File: src/hdl/scpf_pkg.sv
package scpf_pkg;

  // Header layout and sequencer step numbers.
  localparam int unsigned HDR_BYTES = 13;
  localparam int unsigned STEP_W = 4;
  localparam logic [STEP_W-1:0] STEP_START = 4'd0;
  localparam logic [STEP_W-1:0] STEP_HEX3 = 4'd1;
  localparam logic [STEP_W-1:0] STEP_HEX2 = 4'd2;
  localparam logic [STEP_W-1:0] STEP_HEX1 = 4'd3;
  localparam logic [STEP_W-1:0] STEP_HEX0 = 4'd4;
  localparam logic [STEP_W-1:0] STEP_LEN_LO = 4'd5;
  localparam logic [STEP_W-1:0] STEP_LEN_HI = 4'd6;
  localparam logic [STEP_W-1:0] STEP_FIX_FF = 4'd7;
  localparam logic [STEP_W-1:0] STEP_FIX_02A = 4'd8;
  localparam logic [STEP_W-1:0] STEP_SHORT_LEN = 4'd9;
  localparam logic [STEP_W-1:0] STEP_TYPE = 4'd10;
  localparam logic [STEP_W-1:0] STEP_FIX_80 = 4'd11;
  localparam logic [STEP_W-1:0] STEP_FIX_02B = 4'd12;
  localparam logic [STEP_W-1:0] STEP_DATA = 4'd13;
  localparam logic [STEP_W-1:0] STEP_END = 4'd14;

  // Fixed header constants.
  localparam logic [7:0] HDR_FF = 8'hFF;
  localparam logic [7:0] HDR_02 = 8'h02;
  localparam logic [7:0] HDR_80 = 8'h80;
  localparam logic [15:0] LEN_OFFSET = 16'd8;
  localparam logic [7:0] SHORT_OFFSET = 8'd3;

  // Configuration register indexes.
  localparam int unsigned CFG_IDX_W = 1;
  localparam logic [CFG_IDX_W-1:0] REG_START_MARKER = 1'b0;
  localparam logic [CFG_IDX_W-1:0] REG_END_MARKER = 1'b1;
  localparam logic [7:0] START_MARKER_RST = 8'd64;
  localparam logic [7:0] END_MARKER_RST = 8'd10;

  // Classified command handed from the front end to the back end.
  typedef struct packed {
    logic [7:0]  ptype;
    logic [15:0] len;
    logic [7:0]  short_len;
    logic [7:0]  data;
    logic        has_header;
    logic        has_data;
    logic        has_end;
  } cmd_t;

  // Upper-case ASCII hex digit of a nibble.
  function automatic logic [7:0] hex_digit(input logic [3:0] nib);
    logic [7:0] wide;
    wide = {4'd0, nib};
    if (nib < 4'd10) begin
      return wide + 8'h30;
    end else begin
      return wide + 8'h37;
    end
  endfunction

endpackage

File: src/hdl/scpf_if.sv
interface scpf_in_if;
  logic        valid;
  logic        ready;
  logic [7:0]  msg_type;
  logic [15:0] payload_length;
  logic [7:0]  data_byte;
  logic        first_byte;
  logic        last_byte;
  logic        no_payload;

  modport source (output valid, msg_type, payload_length, data_byte, first_byte,
                  last_byte, no_payload, input ready);
  modport sink (input valid, msg_type, payload_length, data_byte, first_byte,
                last_byte, no_payload, output ready);
endinterface

interface scpf_out_if;
  logic       valid;
  logic       ready;
  logic [7:0] out_byte;
  logic       frame_end;

  modport source (output valid, out_byte, frame_end, input ready);
  modport sink (input valid, out_byte, frame_end, output ready);
endinterface

File: src/hdl/scpf_front.sv
module scpf_front (
  input  logic             clk,
  input  logic             rst,
  scpf_in_if.sink          din,
  output logic             cmd_valid,
  input  logic             cmd_ready,
  output scpf_pkg::cmd_t   cmd
);

  logic           held;
  scpf_pkg::cmd_t cmd_next;

  // The register is free when empty or when the queue takes its word.
  assign din.ready = !held || cmd_ready;
  assign cmd_valid = held;

  // Classify the incoming word into header, data and end actions.
  always_comb begin
    cmd_next.ptype = din.msg_type;
    cmd_next.data = din.data_byte;
    if (din.no_payload) begin
      cmd_next.len = scpf_pkg::LEN_OFFSET;
      cmd_next.short_len = scpf_pkg::SHORT_OFFSET;
      cmd_next.has_header = 1'b1;
      cmd_next.has_data = 1'b0;
      cmd_next.has_end = 1'b1;
    end else begin
      cmd_next.len = din.payload_length + scpf_pkg::LEN_OFFSET;
      cmd_next.short_len = din.payload_length[7:0] + scpf_pkg::SHORT_OFFSET;
      cmd_next.has_header = din.first_byte;
      cmd_next.has_data = 1'b1;
      cmd_next.has_end = din.last_byte;
    end
  end

  // Command register.
  always_ff @(posedge clk) begin
    if (rst) begin
      held <= 1'b0;
    end else if (din.ready) begin
      held <= din.valid;
    end
  end

  always_ff @(posedge clk) begin
    if (din.valid && din.ready) begin
      cmd <= cmd_next;
    end
  end

endmodule

File: src/hdl/scpf_queue.sv
module scpf_queue (
  input  logic           clk,
  input  logic           rst,
  input  logic           push_valid,
  output logic           push_ready,
  input  scpf_pkg::cmd_t push_cmd,
  output logic           pop_valid,
  input  logic           pop_ready,
  output scpf_pkg::cmd_t pop_cmd
);

  scpf_pkg::cmd_t entry [2];
  logic           wr_ptr;
  logic           rd_ptr;
  logic [1:0]     count;
  logic           push;
  logic           pop;

  assign push_ready = (count != 2'd2);
  assign pop_valid = (count != 2'd0);
  assign push = push_valid && push_ready;
  assign pop = pop_valid && pop_ready;
  assign pop_cmd = entry[rd_ptr];

  // Pointers and fill count.
  always_ff @(posedge clk) begin
    if (rst) begin
      wr_ptr <= 1'b0;
      rd_ptr <= 1'b0;
      count <= 2'd0;
    end else begin
      if (push) begin
        wr_ptr <= !wr_ptr;
      end
      if (pop) begin
        rd_ptr <= !rd_ptr;
      end
      case ({push, pop})
        2'b10:   count <= count + 2'd1;
        2'b01:   count <= count - 2'd1;
        default: count <= count;
      endcase
    end
  end

  // Storage.
  always_ff @(posedge clk) begin
    if (push) begin
      entry[wr_ptr] <= push_cmd;
    end
  end

  // The fill count and the pointer distance must agree.
  a_count_range: assert property (@(posedge clk) disable iff (rst)
    count <= 2'd2)
    else $error("queue count out of range");

  a_ptr_match: assert property (@(posedge clk) disable iff (rst)
    (count == 2'd0 || count == 2'd2) |-> (wr_ptr == rd_ptr))
    else $error("queue pointers disagree with count");

endmodule

File: src/hdl/scpf_back.sv
module scpf_back (
  input  logic                          clk,
  input  logic                          rst,
  input  logic                          cmd_valid,
  output logic                          cmd_ready,
  input  scpf_pkg::cmd_t                cmd,
  input  logic [7:0]                    start_marker,
  input  logic [7:0]                    end_marker,
  scpf_out_if.source                    dout
);

  logic                        mid;
  logic [scpf_pkg::STEP_W-1:0] step;
  logic [scpf_pkg::STEP_W-1:0] cur;
  logic [scpf_pkg::STEP_W-1:0] step_next;
  logic                        last;
  logic                        fire;
  logic                        ov;
  logic [7:0]                  obyte;
  logic                        oend;
  logic [7:0]                  byte_next;

  // Current step: the stored one mid-command, otherwise the command's first.
  always_comb begin
    if (mid) begin
      cur = step;
    end else if (cmd.has_header) begin
      cur = scpf_pkg::STEP_START;
    end else begin
      cur = scpf_pkg::STEP_DATA;
    end
  end

  // Following step and whether this byte closes the command.
  always_comb begin
    if (cur == scpf_pkg::STEP_FIX_02B) begin
      step_next = cmd.has_data ? scpf_pkg::STEP_DATA : scpf_pkg::STEP_END;
    end else begin
      step_next = cur + 4'd1;
    end
    last = (cur == scpf_pkg::STEP_END) || ((cur == scpf_pkg::STEP_DATA) && !cmd.has_end);
  end

  // Byte selection.
  always_comb begin
    case (cur)
      scpf_pkg::STEP_START:     byte_next = start_marker;
      scpf_pkg::STEP_HEX3:      byte_next = scpf_pkg::hex_digit(cmd.len[15:12]);
      scpf_pkg::STEP_HEX2:      byte_next = scpf_pkg::hex_digit(cmd.len[11:8]);
      scpf_pkg::STEP_HEX1:      byte_next = scpf_pkg::hex_digit(cmd.len[7:4]);
      scpf_pkg::STEP_HEX0:      byte_next = scpf_pkg::hex_digit(cmd.len[3:0]);
      scpf_pkg::STEP_LEN_LO:    byte_next = cmd.len[7:0];
      scpf_pkg::STEP_LEN_HI:    byte_next = cmd.len[15:8];
      scpf_pkg::STEP_FIX_FF:    byte_next = scpf_pkg::HDR_FF;
      scpf_pkg::STEP_FIX_02A:   byte_next = scpf_pkg::HDR_02;
      scpf_pkg::STEP_SHORT_LEN: byte_next = cmd.short_len;
      scpf_pkg::STEP_TYPE:      byte_next = cmd.ptype;
      scpf_pkg::STEP_FIX_80:    byte_next = scpf_pkg::HDR_80;
      scpf_pkg::STEP_FIX_02B:   byte_next = scpf_pkg::HDR_02;
      scpf_pkg::STEP_DATA:      byte_next = cmd.data;
      scpf_pkg::STEP_END:       byte_next = end_marker;
      default:                  byte_next = cmd.data;
    endcase
  end

  assign fire = cmd_valid && (!ov || dout.ready);
  assign cmd_ready = fire && last;

  // Sequencer state.
  always_ff @(posedge clk) begin
    if (rst) begin
      mid <= 1'b0;
      step <= scpf_pkg::STEP_START;
    end else if (fire) begin
      mid <= !last;
      step <= step_next;
    end
  end

  // Output word register.
  always_ff @(posedge clk) begin
    if (rst) begin
      ov <= 1'b0;
    end else if (!ov || dout.ready) begin
      ov <= cmd_valid;
    end
  end

  always_ff @(posedge clk) begin
    if (fire) begin
      obyte <= byte_next;
      oend <= (cur == scpf_pkg::STEP_END);
    end
  end

  assign dout.valid = ov;
  assign dout.out_byte = obyte;
  assign dout.frame_end = oend;

  // A command part-way through must still be at the queue head.
  a_mid_valid: assert property (@(posedge clk) disable iff (rst)
    mid |-> cmd_valid)
    else $error("sequencer lost its command");

  // The closing step always lands on a word marked as frame end.
  a_end_flag: assert property (@(posedge clk) disable iff (rst)
    (fire && cur == scpf_pkg::STEP_END) |=> (dout.valid && dout.frame_end))
    else $error("end step did not raise frame_end");

  // The end step only ever closes a command.
  a_end_pops: assert property (@(posedge clk) disable iff (rst)
    (fire && cur == scpf_pkg::STEP_END) |-> cmd_ready)
    else $error("end step did not release the command");

endmodule

File: src/hdl/sonar_command_packet_framer.sv
// Sonar command packet framer. Each input word carries one payload byte; a word
// marked first_byte is preceded by the 13-byte header (start marker, length as four
// hex digits, length little-endian, 0xFF, 0x02, short length, message type, 0x80,
// 0x02), and a word marked last_byte is followed by the end marker, flagged by
// frame_end. A no_payload word gives a header with zero payload and the end marker.
// The output sequencer sends one byte per cycle while the receiver is ready; a data
// word gives one byte, one with the end marker two, one with header 14, one with
// both 15, and a no-payload word 14. Words enter every cycle while the two-entry
// command queue has room and pass the front command register and the queue to the
// output byte register. The user must write the start and end markers through the
// configuration port only while the block is idle; the block does not enforce this.
module sonar_command_packet_framer (
  input  logic                           clk,
  input  logic                           rst,
  input  logic                           cfg_we,
  input  logic [scpf_pkg::CFG_IDX_W-1:0] cfg_index,
  input  logic [7:0]                     cfg_data,
  scpf_in_if.sink                        din,
  scpf_out_if.source                     dout
);

  logic [7:0]     start_marker;
  logic [7:0]     end_marker;
  logic           f_valid;
  logic           f_ready;
  scpf_pkg::cmd_t f_cmd;
  logic           q_valid;
  logic           q_ready;
  scpf_pkg::cmd_t q_cmd;

  // Configuration registers.
  always_ff @(posedge clk) begin
    if (rst) begin
      start_marker <= scpf_pkg::START_MARKER_RST;
      end_marker <= scpf_pkg::END_MARKER_RST;
    end else if (cfg_we) begin
      case (cfg_index)
        scpf_pkg::REG_START_MARKER: start_marker <= cfg_data;
        scpf_pkg::REG_END_MARKER:   end_marker <= cfg_data;
        default:                    start_marker <= start_marker;
      endcase
    end
  end

  scpf_front u_front (
    .clk       (clk),
    .rst       (rst),
    .din       (din),
    .cmd_valid (f_valid),
    .cmd_ready (f_ready),
    .cmd       (f_cmd)
  );

  scpf_queue u_queue (
    .clk        (clk),
    .rst        (rst),
    .push_valid (f_valid),
    .push_ready (f_ready),
    .push_cmd   (f_cmd),
    .pop_valid  (q_valid),
    .pop_ready  (q_ready),
    .pop_cmd    (q_cmd)
  );

  scpf_back u_back (
    .clk          (clk),
    .rst          (rst),
    .cmd_valid    (q_valid),
    .cmd_ready    (q_ready),
    .cmd          (q_cmd),
    .start_marker (start_marker),
    .end_marker   (end_marker),
    .dout         (dout)
  );

endmodule

File: src/flat_wrapper.sv
// flat-port wrapper written by rule: the top's interface ports become plain ports
module sonar_command_packet_framer_flat 
  (clk, rst, cfg_we, cfg_index, cfg_data, din_valid, din_msg_type, din_payload_length, din_data_byte, din_first_byte, din_last_byte, din_no_payload, din_ready, dout_valid, dout_out_byte, dout_frame_end, dout_ready);
  scpf_in_if din_i ();
  scpf_out_if dout_i ();
  input  logic clk;
  input  logic rst;
  input  logic cfg_we;
  input  logic [scpf_pkg::CFG_IDX_W-1:0] cfg_index;
  input  logic [7:0] cfg_data;
  input wire logic [$bits(din_i.valid)-1:0] din_valid;
  input wire logic [$bits(din_i.msg_type)-1:0] din_msg_type;
  input wire logic [$bits(din_i.payload_length)-1:0] din_payload_length;
  input wire logic [$bits(din_i.data_byte)-1:0] din_data_byte;
  input wire logic [$bits(din_i.first_byte)-1:0] din_first_byte;
  input wire logic [$bits(din_i.last_byte)-1:0] din_last_byte;
  input wire logic [$bits(din_i.no_payload)-1:0] din_no_payload;
  output wire logic [$bits(din_i.ready)-1:0] din_ready;
  output wire logic [$bits(dout_i.valid)-1:0] dout_valid;
  output wire logic [$bits(dout_i.out_byte)-1:0] dout_out_byte;
  output wire logic [$bits(dout_i.frame_end)-1:0] dout_frame_end;
  input wire logic [$bits(dout_i.ready)-1:0] dout_ready;
  assign din_i.valid = din_valid;
  assign din_i.msg_type = din_msg_type;
  assign din_i.payload_length = din_payload_length;
  assign din_i.data_byte = din_data_byte;
  assign din_i.first_byte = din_first_byte;
  assign din_i.last_byte = din_last_byte;
  assign din_i.no_payload = din_no_payload;
  assign din_ready = din_i.ready;
  assign dout_valid = dout_i.valid;
  assign dout_out_byte = dout_i.out_byte;
  assign dout_frame_end = dout_i.frame_end;
  assign dout_i.ready = dout_ready;
  sonar_command_packet_framer u_core (.clk(clk), .rst(rst), .cfg_we(cfg_we), .cfg_index(cfg_index), .cfg_data(cfg_data), .din(din_i), .dout(dout_i));
endmodule
File: config.mk
export PLATFORM = sky130hd
export DESIGN_NAME = sonar_command_packet_framer_flat
export DESIGN_NICKNAME = d
export VERILOG_FILES = /design/src/hdl/scpf_pkg.sv /design/src/hdl/scpf_if.sv /design/src/hdl/scpf_front.sv /design/src/hdl/scpf_queue.sv /design/src/hdl/scpf_back.sv /design/src/hdl/sonar_command_packet_framer.sv /design/src/flat_wrapper.sv
export SDC_FILE = /design/constraint.sdc
export NUM_CORES = 1
export LEC_CHECK = 0
export BUFFER_PORTS_ARGS = -buffer_cell sky130_fd_sc_hd__buf_2
export CAP_MARGIN = 20
export CORE_ASPECT_RATIO = 1.1
export CORE_MARGIN = 5
export CORE_UTILIZATION = 40
export CTS_BUF_LIST = sky130_fd_sc_hd__clkbuf_8
export CTS_CLUSTER_SIZE = 24
export DETAILED_ROUTE_END_ITERATION = 6
export PLACE_DENSITY = 0.6
export SLEW_MARGIN = 40
export SYNTH_ARGS = -nofsm -noshare
export SYNTH_HDL_FRONTEND = slang
export SYNTH_SLANG_ARGS = --single-unit
File: constraint.sdc
create_clock -name clk -period 3.3 [get_ports clk]
set_input_delay 0.165 -clock clk [delete_from_list [all_inputs] [get_ports clk]]
set_output_delay 0.165 -clock clk [all_outputs]
set_load 0.1 [all_outputs]
==> qor.csv <==
metric;value;unit
min_period;3140;ps
numPortBuffers;59;
fmax;0.319;GHz
clock_sinks;166;
dpl.hpwl;14200;um
antenna_cells;0;
core_area;0.0190;mm^2
rsz0062_at_grt;no;
async_reset_ff_share;0;%
synthTopCellsByCount;138 x edfxtp_1, 65 x nand2_1, 41 x nor2_1;
antenna_found_initial;0;
postRouteAntennaNets;0;
die_h;156;um
cts_buffers;17;
rr_worst_depth;10;
clockBufferDepth;2;
syn_inst;625;
detail_route.vias_per_cell;5.38;
power_density;518;mW/mm^2
ir_drop;0.251;mV
grt_usage;17.5;%
die_area;0.0221;mm^2
maxSlewHeadroom;46.1;%
clkTransAtPathRegs;100;ps
hold_violations;0;
synth_flop_cell;edfxtp_1;
finClkSkew;21.0;ps
fillers;1741;
setup-violations-final;0;
grt_util_met3;2.67;%
synth_top_area_share;53.8;%
grt_util_met2;29.5;%
worstMarginPinSlew;805;ps
nets;780;
end_kind;register;
synth_fa_ha_area_share;1.79;%
setup_tns;0;ps
maxCapViolCount;0;
cts_tree;yes;
num_vias;5270;
arrival;3310;ps
grt_max_degree;72;
syn_avg_cell_area;12.3;um^2
synth-compound-area-share;11.6;%
fp.dieW;142;um
ys_types;66;
yosysSeqAreaShare;61.1;%
path_class;register to register;
rr_startpoint;u_core.u_queue.entry[0][2];
yosysWarnings;0;
critPathLaunch;u_core.u_queue.entry[0][2];
final_max_slew_viol_count;0;
cts_htree_levels;4;
p_total;4660;uW
ys_ff_latch;166;
drive_above_1_share;19.2;%
r2r_end;u_core.u_back.dout.out_byte[2];
power.leakage;0.00311;uW
top_usage_layer;met2;
required;3470;ps
yosys.area.top_type;edfxtp_1;
syn_nets;685;
grt_pass1_vias;5266;
drc;0;
netlist_top_cells_area;edfxtp_1 54%, dfxtp_1 7.3%, mux2i_1 3.9%, nand2_1 3.2%, a21oi_1 2.2%;
postCtsSetupBuffers;0;
drtIter0Drc;292;
routed_wl;19200;um
start_kind;register;
cts_root_buf;clkbuf_8;
use_met1;23.2;%
endpoint;u_core.u_back.dout.out_byte[2];
overflow;0;
crit_fanout;10;
wl_per_cell;19.6;um
period_share;95.1;%
clk_latency;460;ps
place_congestion;0.939;
start_util;40.5;%
syn_area;0.00770;mm^2
synth_edf_count;138;
dr.pass1.iters;5;
grt_pass1_wl;29800;um
synth_xor_area_share;2.39;%
synth_most_common_cell;edfxtp_1;
regToRegSetupSlack;160;ps
synthMuxAreaShare;6.82;%
synth-simple-area-share;13.0;%
row_count;53;
hold_path.class;primary input to register;
area_delta_synth_final;16.8;%
pin_count;60;
synth_top_family_by_area;simple AND/OR/NAND/NOR gates;
status;finished, final reports clean;
-- per-stage QoR --
step / area [um^2] / instances / utilization (%) / setup slack, ps / hold WS, ps
after floorplan: 7700 / 625 / - / 420 / 264
after global placement: 8290 / 918 / 43.5 / 235 / 341
after detailed placement: 8290 / 918 / 43.6 / 169 / 343
after CTS: 8990 / 980 / 47.2 / 137 / 8.98
after global routing: 9000 / 980 / 47.3 / 2.73 / 37.2
final: 9000 / 980 / 47.3 / 161 / 39.4
-- how the worst min path moves through the flow --
stage                                      from                      to  depth (start not counted)
after floorplan                din_data_byte[7]  u_core.u_front.cmd[10]                          0
after global placement          din_msg_type[3]  u_core.u_front.cmd[38]                          1
after detailed placement       din_data_byte[3]   u_core.u_front.cmd[6]                          1
after CTS                 din_payload_length[1]  u_core.u_front.cmd[20]                          3
after global routing      din_payload_length[1]  u_core.u_front.cmd[20]                          3
final                     din_payload_length[1]  u_core.u_front.cmd[20]                          3
-- worst max-delay path: stages (launching register included) --
cell and delay, ps:
edfxtp_1 440, mux2_4 340, nor2_1 210, a21o_1 180
inv_1 80, ha_1 370, nand4b_1 330, o22ai_1 220
a311o_1 320, nor3_1 210, nand4_1 170
-- sequential cells by signal (all words and copies together) (netlist names), named ones only --
register	count
u_core.u_queue.rd_ptr	1
u_core.u_back.dout.valid	1
u_core.u_queue.entry	86
u_core.end_marker	8
u_core.u_back.mid	1
u_core.u_back.step	4
u_core.start_marker	8
u_core.u_front.cmd	43
u_core.u_front.cmd_valid	1
u_core.u_queue.wr_ptr	1
u_core.u_queue.count	2
u_core.u_back.dout.frame_end	1
u_core.u_back.dout.out_byte	8
-- timing repair --
action	4_1_cts	5_1_grt
hold endpoints to repair	38	0
gates resized for setup	0	2
setup endpoints to repair	0	2
hold buffers	30	0
-- logic make-up (layout without fill, tap and decap cells) --
| family | count (synthesis) | in the layout |
|---|---|---|
| AO/OA/AOI/OAI | 125 | 125 |
| XOR/XNOR | 21 | 21 |
| AND/OR/NAND/NOR | 201 | 201 |
| multiplexers | 48 | 48 |
| buffers and inverters | 53 | 161 |
| adder cells (fa/ha/maj) | 11 | 11 |
| flip-flops | 166 | 166 |
-- cells in the final DEF, fill, tap and decap left out, types with 3 or more instances in the layout --
| cell | n |
|---|---|
| mux2i_1 | 30 |
| buf_4 | 17 |
| o211ai_1 | 7 |
| or3_1 | 7 |
| inv_6 | 6 |
| nor4_1 | 3 |
| or2_2 | 3 |
| nor2_1 | 40 |
| nand3b_1 | 8 |
| dfxtp_1 | 26 |
| clkbuf_8 | 17 |
| xnor2_1 | 11 |
| and3_1 | 6 |
| buf_2 | 59 |
| a21oi_1 | 34 |
| and2_1 | 5 |
| mux2_4 | 3 |
| nor2b_1 | 5 |
| a221oi_1 | 5 |
| inv_1 | 22 |
| a32oi_1 | 4 |
| nand3_1 | 16 |
| ha_1 | 11 |
| nand2b_1 | 14 |
| dlygate4sd3_1 | 30 |
| o21ai_0 | 19 |
| edfxtp_1 | 138 |
| nor3_1 | 7 |
| a311oi_1 | 6 |
| a32o_1 | 3 |
| mux2_2 | 14 |
| xor2_1 | 10 |
| o21a_1 | 3 |
| nand2_1 | 65 |
| nand4b_1 | 3 |
| o22ai_1 | 13 |
| nand4_1 | 8 |
-- layer usage --
layer,routed length [um],part of all wire [%],vias up
li1,-,-,2549
met1,8640,45,2555
met2,9430,49,149
met3,755,3.9,17
met4,405,2.1,0
met5,0,0,-
-- cell type report --
class / count / area [um^2] / area share [%]
well taps: 247 / 309 / 3.43
flip-flops and latches: 166 / 4710 / 52.3
clock buffers: 17 / 234 / 2.60
inverters: 22 / 82.6 / 0.918
clock inverters: 15 / 163 / 1.81
repair buffers: 107 / 743 / 8.26
multi-input cells: 406 / 2760 / 30.7
-- power by group --
group          switching, uW  internal [uW]
clock                    809            630
sequential              73.5           2410
combinational            488            249
total                   1370           3290
No activity file was read; power rests on OpenSTA's default activity.
